<file path="config.mk">
export PLATFORM = sky130hd
export DESIGN_NAME = ff55_serial_frame_deframer_top
export DESIGN_NICKNAME = d
export VERILOG_FILES = /design/src/rtl/ffd_pkg.sv /design/src/rtl/ffd_front.sv /design/src/rtl/ffd_queue.sv /design/src/rtl/ffd_back.sv /design/src/rtl/ff55_serial_frame_deframer_top.sv
export SDC_FILE = /design/constraint.sdc
export NUM_CORES = 1
export LEC_CHECK = 0
export CORE_MARGIN = 8
export CORE_UTILIZATION = 45
export CTS_CLUSTER_DIAMETER = 120
export CTS_CLUSTER_SIZE = 40
export DETAILED_ROUTE_END_ITERATION = 8
export DONT_BUFFER_PORTS = 1
export SYNTH_ARGS = -nofsm -noshare
export SYNTH_HDL_FRONTEND = slang
export SYNTH_HIERARCHICAL = 1
export SYNTH_SLANG_ARGS = --single-unit
</file>
<file path="constraint.sdc">
create_clock -name clock -period 9.4 [get_ports clock]
set_input_delay 0.94 -clock clock [delete_from_list [all_inputs] [get_ports clock]]
set_output_delay 0.94 -clock clock [all_outputs]
set_load 0.01 [all_outputs]
</file>
<file path="src/rtl/ffd_pkg.sv">
`timescale 1ns / 1ps
// ----------------------------------------------------------------------------
// ffd_pkg
// Shared types and constants for the FF 55 serial frame deframer.
// ----------------------------------------------------------------------------
package ffd_pkg;

   // Sync pattern and slot positions
   localparam logic [7:0] SYNC_FIRST      = 8'hFF;
   localparam logic [7:0] SYNC_SECOND     = 8'h55;
   localparam int         SLOT_AFTER_SYNC = 1;
   localparam int         SLOT_LENGTH     = 2;
   localparam int         SLOT_MIN_DONE   = 3;

   // Remaining count floor
   localparam logic signed [8:0] COUNT_MIN = -9'sd256;

   // Queue between front and back
   localparam int QUEUE_DEPTH = 2;
   localparam int QUEUE_PTR_W = 1;
   localparam int QUEUE_CNT_W = 2;

   // Classified byte as it travels from front to back
   typedef struct packed {
      logic [7:0] data;
      logic       is_sync_first;
      logic       is_sync_second;
   } item_type;

endpackage

</file>
<file path="src/rtl/ffd_front.sv">
`timescale 1ns / 1ps
// ----------------------------------------------------------------------------
// ffd_front
// Accepts received bytes, tags sync bytes and holds them for the queue.
// ----------------------------------------------------------------------------
module ffd_front (
   input  logic              clock,
   input  logic              reset,
   input  logic              req_valid,
   output logic              req_ready,
   input  logic [7:0]        req_rx_byte,
   output logic              q_valid,
   input  logic              q_ready,
   output ffd_pkg::item_type q_item
);
   import ffd_pkg::*;

   logic     valid_ff;
   logic     valid_in;
   item_type item_ff;
   logic     take;

   // Accept while empty or while the held item moves on
   assign req_ready = !valid_ff || q_ready;
   assign take      = req_valid && req_ready;

   always_comb begin
      if (take) begin
         valid_in = 1'b1;
      end else if (q_ready) begin
         valid_in = 1'b0;
      end else begin
         valid_in = valid_ff;
      end
   end

   always_ff @(posedge clock) begin
      if (reset) begin
         valid_ff <= 1'b0;
      end else begin
         valid_ff <= valid_in;
      end
   end

   // Classify the byte on entry
   always_ff @(posedge clock) begin
      if (take) begin
         item_ff.data           <= req_rx_byte;
         item_ff.is_sync_first  <= (req_rx_byte == SYNC_FIRST);
         item_ff.is_sync_second <= (req_rx_byte == SYNC_SECOND);
      end
   end

   assign q_valid = valid_ff;
   assign q_item  = item_ff;

endmodule

</file>
<file path="src/rtl/ffd_queue.sv">
`timescale 1ns / 1ps
// ----------------------------------------------------------------------------
// ffd_queue
// Two-entry queue that decouples the front from the back.
// ----------------------------------------------------------------------------
module ffd_queue (
   input  logic              clock,
   input  logic              reset,
   input  logic              in_valid,
   output logic              in_ready,
   input  ffd_pkg::item_type in_item,
   output logic              out_valid,
   input  logic              out_ready,
   output ffd_pkg::item_type out_item
);
   import ffd_pkg::*;

   item_type               entry_ff [QUEUE_DEPTH];
   logic [QUEUE_PTR_W-1:0] wr_ptr_ff;
   logic [QUEUE_PTR_W-1:0] wr_ptr_in;
   logic [QUEUE_PTR_W-1:0] rd_ptr_ff;
   logic [QUEUE_PTR_W-1:0] rd_ptr_in;
   logic [QUEUE_CNT_W-1:0] count_ff;
   logic [QUEUE_CNT_W-1:0] count_in;
   logic                   push;
   logic                   pop;

   assign in_ready  = (count_ff != QUEUE_CNT_W'(QUEUE_DEPTH));
   assign out_valid = (count_ff != '0);
   assign push      = in_valid && in_ready;
   assign pop       = out_valid && out_ready;
   assign out_item  = entry_ff[rd_ptr_ff];

   // Advance pointers and occupancy
   always_comb begin
      wr_ptr_in = push ? wr_ptr_ff + 1'b1 : wr_ptr_ff;
      rd_ptr_in = pop  ? rd_ptr_ff + 1'b1 : rd_ptr_ff;
      count_in  = count_ff;
      if (push && !pop) begin
         count_in = count_ff + 1'b1;
      end else if (pop && !push) begin
         count_in = count_ff - 1'b1;
      end
   end

   always_ff @(posedge clock) begin
      if (reset) begin
         wr_ptr_ff <= '0;
         rd_ptr_ff <= '0;
         count_ff  <= '0;
      end else begin
         wr_ptr_ff <= wr_ptr_in;
         rd_ptr_ff <= rd_ptr_in;
         count_ff  <= count_in;
      end
   end

   // Store entries
   always_ff @(posedge clock) begin
      if (push) begin
         entry_ff[wr_ptr_ff] <= in_item;
      end
   end

endmodule

</file>
<file path="src/rtl/ffd_back.sv">
`timescale 1ns / 1ps
// ----------------------------------------------------------------------------
// ffd_back
// Runs the frame state for each queued byte and registers the result item.
// ----------------------------------------------------------------------------
module ffd_back #(
   parameter int BUFFER_DEPTH = 64
) (
   input  logic              clock,
   input  logic              reset,
   input  logic              q_valid,
   output logic              q_ready,
   input  ffd_pkg::item_type q_item,
   output logic              rsp_valid,
   input  logic              rsp_ready,
   output logic [7:0]        rsp_data_byte,
   output logic [5:0]        rsp_store_slot,
   output logic              rsp_frame_open,
   output logic              rsp_frame_done,
   output logic signed [8:0] rsp_bytes_left
);
   import ffd_pkg::*;

   localparam int SLOT_W = $clog2(BUFFER_DEPTH);

   // Frame state
   logic                   started_ff;
   logic                   started_in;
   logic                   prev_ff_ff;
   logic                   prev_ff_in;
   logic [SLOT_W-1:0]      slot_ff;
   logic [SLOT_W-1:0]      slot_in;
   logic signed [8:0]      len_ff;
   logic signed [8:0]      len_in;

   // Working values
   logic                   started_mid;
   logic [SLOT_W-1:0]      cur_slot;
   logic [SLOT_W:0]        slot_inc;
   logic [SLOT_W+5:0]      slot_ext;
   logic                   done;

   // Result register
   logic                   valid_ff;
   logic                   valid_in;
   logic [7:0]             data_ff;
   logic [5:0]             slot_out_ff;
   logic                   open_ff;
   logic                   done_ff;
   logic signed [8:0]      left_ff;
   logic                   pop;

   assign q_ready = !valid_ff || rsp_ready;
   assign pop     = q_valid && q_ready;

   // Compute the next frame state for the byte at the queue head
   always_comb begin
      cur_slot    = slot_ff;
      started_mid = started_ff;
      prev_ff_in  = prev_ff_ff;
      len_in      = len_ff;
      if (q_item.is_sync_second && !started_ff) begin
         // start candidate: keep previous byte, open on a preceding FF
         if (prev_ff_ff) begin
            cur_slot    = SLOT_W'(SLOT_AFTER_SYNC);
            started_mid = 1'b1;
         end
      end else begin
         prev_ff_in = q_item.is_sync_first;
         if (started_ff) begin
            if (slot_ff == SLOT_W'(SLOT_LENGTH)) begin
               len_in = $signed({1'b0, q_item.data});
            end else if (slot_ff > SLOT_W'(SLOT_LENGTH) && len_ff != COUNT_MIN) begin
               len_in = len_ff - 9'sd1;
            end
         end
      end

      slot_inc   = {1'b0, cur_slot} + (SLOT_W + 1)'(1);
      started_in = started_mid;
      done       = 1'b0;
      if (slot_inc >= (SLOT_W + 1)'(BUFFER_DEPTH)) begin
         // wrap the slot and drop any open frame
         slot_in    = '0;
         started_in = 1'b0;
      end else begin
         slot_in = slot_inc[SLOT_W-1:0];
      end
      if (started_in && len_in == 9'sd0 && slot_inc > (SLOT_W + 1)'(SLOT_MIN_DONE)) begin
         started_in = 1'b0;
         done       = 1'b1;
         slot_in    = '0;
      end

      slot_ext = (SLOT_W + 6)'(cur_slot);
   end

   // Commit frame state on each byte taken
   always_ff @(posedge clock) begin
      if (reset) begin
         started_ff <= 1'b0;
         prev_ff_ff <= 1'b0;
         slot_ff    <= '0;
         len_ff     <= '0;
      end else if (pop) begin
         started_ff <= started_in;
         prev_ff_ff <= prev_ff_in;
         slot_ff    <= slot_in;
         len_ff     <= len_in;
      end
   end

   // Hold the result until it is taken
   always_comb begin
      if (pop) begin
         valid_in = 1'b1;
      end else if (rsp_ready) begin
         valid_in = 1'b0;
      end else begin
         valid_in = valid_ff;
      end
   end

   always_ff @(posedge clock) begin
      if (reset) begin
         valid_ff <= 1'b0;
      end else begin
         valid_ff <= valid_in;
      end
   end

   always_ff @(posedge clock) begin
      if (pop) begin
         data_ff     <= q_item.data;
         slot_out_ff <= slot_ext[5:0];
         open_ff     <= started_in;
         done_ff     <= done;
         left_ff     <= len_in;
      end
   end

   assign rsp_valid      = valid_ff;
   assign rsp_data_byte  = data_ff;
   assign rsp_store_slot = slot_out_ff;
   assign rsp_frame_open = open_ff;
   assign rsp_frame_done = done_ff;
   assign rsp_bytes_left = left_ff;

endmodule

</file>
<file path="src/rtl/ff55_serial_frame_deframer_top.sv">
`timescale 1ns / 1ps
// ----------------------------------------------------------------------------
// ff55_serial_frame_deframer_top
// Finds FF 55 framed packets in a received byte stream, one byte per item.
// ----------------------------------------------------------------------------
// Each received byte yields exactly one result item carrying the byte, its
// buffer slot, the frame open and frame done flags and the remaining length.
// The block takes one byte per clock cycle while neither side stalls; each
// byte passes through the input register, the two-entry queue and the result
// register. The frame state update in the back end is combinational from the
// queue head into the frame state registers, which sets the rate. Either side
// may stall independently; the queue and result register absorb backpressure
// without dropping items. BUFFER_DEPTH (8 to 64) sets the slot wrap point.
// ----------------------------------------------------------------------------
module ff55_serial_frame_deframer_top #(
   parameter int BUFFER_DEPTH = 64
) (
   input  logic              clock,
   input  logic              reset,
   input  logic              req_valid,
   output logic              req_ready,
   input  logic [7:0]        req_rx_byte,
   output logic              rsp_valid,
   input  logic              rsp_ready,
   output logic [7:0]        rsp_data_byte,
   output logic [5:0]        rsp_store_slot,
   output logic              rsp_frame_open,
   output logic              rsp_frame_done,
   output logic signed [8:0] rsp_bytes_left
);
   import ffd_pkg::*;

   logic     fr_valid;
   logic     fr_ready;
   item_type fr_item;
   logic     bk_valid;
   logic     bk_ready;
   item_type bk_item;

   // Accept and classify
   ffd_front u_front (
      .clock       (clock),
      .reset       (reset),
      .req_valid   (req_valid),
      .req_ready   (req_ready),
      .req_rx_byte (req_rx_byte),
      .q_valid     (fr_valid),
      .q_ready     (fr_ready),
      .q_item      (fr_item)
   );

   // Decouple
   ffd_queue u_queue (
      .clock     (clock),
      .reset     (reset),
      .in_valid  (fr_valid),
      .in_ready  (fr_ready),
      .in_item   (fr_item),
      .out_valid (bk_valid),
      .out_ready (bk_ready),
      .out_item  (bk_item)
   );

   // Track frames and report
   ffd_back #(
      .BUFFER_DEPTH (BUFFER_DEPTH)
   ) u_back (
      .clock          (clock),
      .reset          (reset),
      .q_valid        (bk_valid),
      .q_ready        (bk_ready),
      .q_item         (bk_item),
      .rsp_valid      (rsp_valid),
      .rsp_ready      (rsp_ready),
      .rsp_data_byte  (rsp_data_byte),
      .rsp_store_slot (rsp_store_slot),
      .rsp_frame_open (rsp_frame_open),
      .rsp_frame_done (rsp_frame_done),
      .rsp_bytes_left (rsp_bytes_left)
   );

endmodule

</file>
==> results of run 1 <==
==> kinds of logic after synthesis <==
family | count (synthesis)
adder cells (fa/ha/maj) | 4
buffers and inverters | 28
XOR/XNOR | 5
AND/OR/NAND/NOR | 117
multiplexers | 12
flip-flops | 79
AO/OA/AOI/OAI | 57
==> worst min-delay path by stage <==
stage	to	slack [ns]	cells past startpoint
after global placement	u_queue/entry_ff[0][6]$_DFFE_PP_	0.42	0
after detailed placement	u_queue/entry_ff[1][3]$_DFFE_PP_	0.43	0
after global routing	u_queue/entry_ff[0][3]$_DFFE_PP_	0.45	0
after CTS	u_queue/entry_ff[0][1]$_DFFE_PP_	0.45	0
after floorplan	u_queue/entry_ff[0][0]$_DFFE_PP_	0.42	0
final	u_queue/entry_ff[0][1]$_DFFE_PP_	0.45	0
==> worst max-delay path, delay by kind of cell (launching register included) <==
| family | cells | cell delay (ns) |
|---|---|---|
| and+or+nand+nor | 6 | 1.21 |
| AOI/OAI and AO/OA | 3 | 0.95 |
| DFF | 1 | 0.82 |
| buffers and inverters | 2 | 0.41 |
| adders and majority gates | 1 | 0.30 |
==> layout by cell type, fill, tap and decap left out, drive strengths merged, types with 2 or more instances in the layout <==
cell	n
edfxtp	55
a41o	2
xnor2	2
a22o	4
nor4	4
ha	4
nand2b	6
nor3	7
dfxtp	24
or4	2
clkbuf	9
xor2	3
nand2	32
mux2i	2
nand3b	3
nor2	24
nor3b	2
bufinv	3
a32oi	2
o211ai	3
o22ai	5
a21oi	18
a2bb2oi	2
nand4b	2
nand3	10
or3	4
and3	5
a211oi	4
a311oi	2
mux2	10
or2	2
clkinv	2
and2	7
a31oi	2
o21ai	4
nand4	6
inv	14
==> flip-flops by register name, summed over array words and instances (netlist names), named ones only <==
name,flops
u_back/rsp_frame_done,1
u_back/prev_ff_ff,1
u_back/slot_ff,6
u_back/rsp_valid,1
u_back/rsp_store_slot,6
u_queue/rd_ptr_ff,1
u_back/started_ff,1
u_back/rsp_frame_open,1
u_queue/entry_ff,20
u_front/q_valid,1
u_back/rsp_bytes_left,9
u_queue/wr_ptr_ff,1
u_back/len_ff,9
u_back/rsp_data_byte,8
u_queue/count_ff,2
u_front/q_item,10
==> power groups by stage <==
stage | clock network, mW | logic, mW | registers (mW)
floorplan | 0 | 0.191 | 0.512
global placement | 0 | 0.220 | 0.537
detailed placement | 0 | 0.222 | 0.540
CTS | 0.320 | 0.223 | 0.532
global route | 0.331 | 0.248 | 0.540
finish | 0.313 | 0.222 | 0.529
==> through the flow <==
stage,worst slack [ns],cells
CTS,5.651,405
floorplan,6.144,302
finish,5.598,405
global placement,5.827,389
detailed placement,5.674,389
global route,5.415,405
==> layout make-up <==
type / instances / area (um^2)
Clock buffer: 9 / 123.9
Sequential cell: 79 / 2132
Inverter: 12 / 45.04
Tap cell: 102 / 127.6
Clock inverter: 7 / 127.6
Multi-Input combinational cell: 195 / 1303
Timing Repair Buffer: 1 / 7.507
Fill cell: 707 / 3821
==> routing by layer <==
layer  part of all wire (%)  track usage, %  vias to the layer above
met5                      0               0                        -
met4                    2.2           7.849                        0
met3                    6.9           4.300                       12
met2                     45           19.68                       77
met1                     45           15.40                     1103
li1                       -               -                     1117
==> impl_metrics.ini, run 1 <==
[worst_setup_path]
setup.worst_path.end_class = flip-flop
critPathRequiredTime_ns = 9.64
rr_startpoint = u_back/started_ff$_SDFFE_PP0P_
crit_path_cell_trace = inv_1 -> and3_1 -> nor2_1 -> inv_1 -> ha_1 -> and3_1 -> nand3_1 -> nand2_1 -> a2111oi_4 -> nand4_4 -> a41o_1 -> a22o_1
reg2regPathDepth = 12
worstSetupStartpointType = flip-flop
cp_slowest_cell = dfxtp_1
path_max_fanout = 22
r2r_slack_ns = 5.60
r2r_end = u_back/slot_ff[3]$_SDFFE_PP0P_
worstSetupPathType = flip-flop to flip-flop
slowest_delay_ns = 0.82
critPathArrivalTime_ns = 4.04
endpoint = u_back/slot_ff[3]$_SDFFE_PP0P_
startpoint = u_back/started_ff$_SDFFE_PP0P_

[sta]
setup_viol = 0
skew_ns = 0.008316
fmax_mhz = 263.0
slew_violations = 0
hold_viol_final = 0
tightest_slew_ns = 0.7612
finalCritPeriodShare_pct = 40.45
slew_headroom_pct = 49.18
fin_crit_ns = 3.802
tns_ns = 0
whs_ns = 0.4462
rsz0062_at_grt = no

[synth]
synth_top_family_by_area = simple AND/OR/NAND/NOR gates
synth_top_cell_area_share_pct = 46.54
synthFlopType = edfxtp_1
yosysWarningCount = 6
synth.most_common_cell = edfxtp_1
synth_edf_count = 55
synth_top_area_cell = edfxtp_1
syn_nets = 318
yosys.area_share.simple_pct = 18.19
synthMuxAreaShare_pct = 3.738
syn_avg_cell_area_um2 = 11.75
synth_cell_types = 56
post_synth_xor_area_fraction_pct = 1.234
yosys.area_share.adder_pct = 1.410
yosys-top-cells-count = edfxtp_1, nand2_1, dfxtp_1
ys_seq_elements = 79
synth-compound-area-share_pct = 12.13
synth_cells = 302
netlist_area_mm2 = 0.003548
ys_top_cells_by_area = edfxtp_1, dfxtp_1, nand2_1
synthArstFlopShare_pct = 0
yosysSeqAreaShare_pct = 60.08

[die]
core_mm2 = 0.007687
die_y_um = 104.8
dieArea_mm2 = 0.01098
io_pins = 39
initial_core_util_pct = 46.16
num_rows = 32
die_w_um = 104.8

[power]
cell_internal_pwr_mw = 0.7228
peakVddDrop_mv = 0.1303
switching_share_pct = 32.03
power.share.clock_pct = 29.4
power_density_mw_per_mm2 = 275.1
comb_power_share_pct = 20.8
leakagePower_nw = 1.293
p_seq_share_pct = 49.8
p_sw_mw = 0.3407
finalPower_mw = 1.064

[global_route]
grtUsageTotal_pct = 12.86
grt_overflow_total = 0
grt_pass1_vias = 2225
grt_first_pass_wirelength_mm = 11.33
grt_max_degree = 28
antenna_found_initial = 0

[status]
status = finished, final reports clean

[layout]
area_growth_pct = 8.956
drive_above_1_share_pct = 13.20
final_util_pct = 50.29
diodes = 0
fin_area_mm2 = 0.003866
fin_nets = 314

[worst_hold_path]
hp-start = u_front/q_item[1]$_DFFE_PP_
min_path_type = flip-flop to flip-flop

[cts]
hold_buffers = 0
root_buffer = clkbuf_8
cts_resized = 0
cts_buffer_depth = 2
cts.clk_slew.worst_paths_ns = 0.09
numCtsBuffers = 9
cts_setup_buffers = 0
cts_sinks = 79
clk_latency_ns = 0.35
cts_tree = yes
htreeDepth = 3

[routing]
vias = 2309
drcViolationCount = 0
dr.pass1.iters = 5
avgRoutedWirePerCell_um = 17.65
wirelength_mm = 7.147
drtIter0Drc = 111
via_per_inst = 5.701
ant_nets = 0

[placement]
port_buffers = 0
gp_congestion = 0.8384
dpl-instance-area_mm2 = 0.003615
place.detailed.hpwl_mm = 4.879

[flow_run]
maxCapViolations = 0
Note: power is estimated with default switching activity, not from simulation.
==> run 2: changes to the inputs <==
- clock period: 9.4 -> 3.6 ns (I/O delays scaled with it)
==> impl_metrics.ini, run 2 (synthesis results as in run 1) <==
[status]
status = finished, final reports clean

[die]
dieArea_mm2 = 0.01098
core_mm2 = 0.007687
io_pins = 39
die_y_um = 104.8
num_rows = 32
die_w_um = 104.8
initial_core_util_pct = 46.16

[cts]
cts_buffer_depth = 2
root_buffer = clkbuf_8
cts.clk_slew.worst_paths_ns = 0.08
cts_tree = yes
numCtsBuffers = 9
cts_resized = 0
clk_latency_ns = 0.34
htreeDepth = 3
hold_buffers = 0
cts_setup_buffers = 0
cts_sinks = 79

[power]
peakVddDrop_mv = 0.3489
power_density_mw_per_mm2 = 679.4
leakagePower_nw = 1.281

[layout]
layout_commonest_cell = edfxtp_1
fin_area_mm2 = 0.003826
final_cells = 408
fin_nets = 317
final_util_pct = 49.77
diodes = 0
area_growth_pct = 7.828
drive_above_1_share_pct = 13.40
final_cell_mix = edfxtp_1, nand2_1, dfxtp_1
top_register = u_queue/entry_ff
largest_reg_flops = 20

[worst_setup_path]
worstSetupStartpointType = flip-flop
setup.worst_path.end_class = flip-flop
cp_slowest_cell = a2111oi_4
crit_buf_inv = 1
cpMostUsedCell = and3_1
path_max_fanout = 7
crit_family = simple AND/OR/NAND/NOR gates
worstSetupPathType = flip-flop to flip-flop
crit_path_cell_trace = mux2_2 -> and3_1 -> nor2_1 -> inv_1 -> ha_1 -> and3_1 -> nand3_1 -> nand2_1 -> a2111oi_4 -> nand4_4 -> a41o_1 -> a22o_1
critPathRequiredTime_ns = 3.83
slowest_delay_ns = 0.41
critPathArrivalTime_ns = 3.47

[sta]
rsz0062_at_grt = no
skew_ns = 0.01253
fmax_mhz = 309.4
finalCritPeriodShare_pct = 89.78
slew_violations = 0
tns_ns = 0
hold_viol_final = 0
fin_crit_ns = 3.232
setup_viol = 0
tightest_slew_ns = 0.7366
slew_headroom_pct = 50.77
whs_ns = 0.07246

[placement]
gp_congestion = 0.9051
port_buffers = 0
dpl-instance-area_mm2 = 0.003637
dp.cells = 392
place.detailed.hpwl_mm = 4.842

[flow_run]
maxCapViolations = 0

[global_route]
grtUsageTotal_pct = 13.04
grt_pass1_vias = 2243
antenna_found_initial = 0
grt_first_pass_wirelength_mm = 11.46
grt_overflow_total = 0
grt_max_degree = 30

[routing]
wl_met2_mm = 3.093
avgRoutedWirePerCell_um = 16.97
ant_nets = 0
top_layer = met4
drcViolationCount = 0
wl_met3_um = 571
via_per_inst = 5.713
wirelength_mm = 6.925
dr.pass1.iters = 4
drt-met1-wl_mm = 3.160
vias = 2331
drtIter0Drc = 132

[worst_hold_path]
min_path_type = primary input to flip-flop
run 2: worst paths after layout:
kind,depth (start not counted),to,start,slack [ns]
worst max-delay path,12,u_back/slot_ff[3]$_SDFFE_PP0P_,flip-flop,0.37
worst min-delay path,1,u_queue/wr_ptr_ff$_SDFFE_PP0P_,reset,0.07
worst max register to register,12,u_back/slot_ff[3]$_SDFFE_PP0P_,flip-flop,0.37
worst min register to register,0,u_queue/entry_ff[0][8]$_DFFE_PP_,u_front/q_item[8]$_DFFE_PP_,0.45
run 2: final cells by class:
cell class,instances,area (um^2)
Inverter,12,45.04
Fill cell,701,3861
Tap cell,102,127.6
Timing Repair Buffer,4,30.03
Clock inverter,6,61.31
Sequential cell,79,2132
Clock buffer,10,127.6
Multi-Input combinational cell,195,1303
run 2: metrics by stage:
step	total power, mW	setup WS (ns)
after CTS	2.627	0.3982
after global routing	2.745	0.2054
after detailed placement	1.993	0.4528
final	2.599	0.3680
after floorplan	1.835	0.3443
after global placement	1.987	0.5466
run 2: power breakdown:
part,total (mW),internal [mW],switching (mW),leakage [nW]
clock network,0.630,0.318,0.311,0.0976
logic,0.612,0.220,0.393,0.462
registers,1.36,1.21,0.152,0.721
total,2.60,1.74,0.856,1.28
run 2: worst reg2reg max path, cell delays in order, from the launching register on:
cell       delay (ns)
dfxtp_1          0.34
mux2_2           0.35
and3_1           0.25
nor2_1           0.15
inv_1            0.09
ha_1             0.28
and3_1           0.24
nand3_1          0.14
nand2_1          0.15
a2111oi_4        0.41
nand4_4          0.20
a41o_1           0.29
a22o_1           0.24
run 2: routing by layer:
layer	vias up	global-route usage, %
met2	102	19.37
met4	0	6.524
met3	6	5.221
met5	-	0
li1	1124	-
met1	1099	16.09
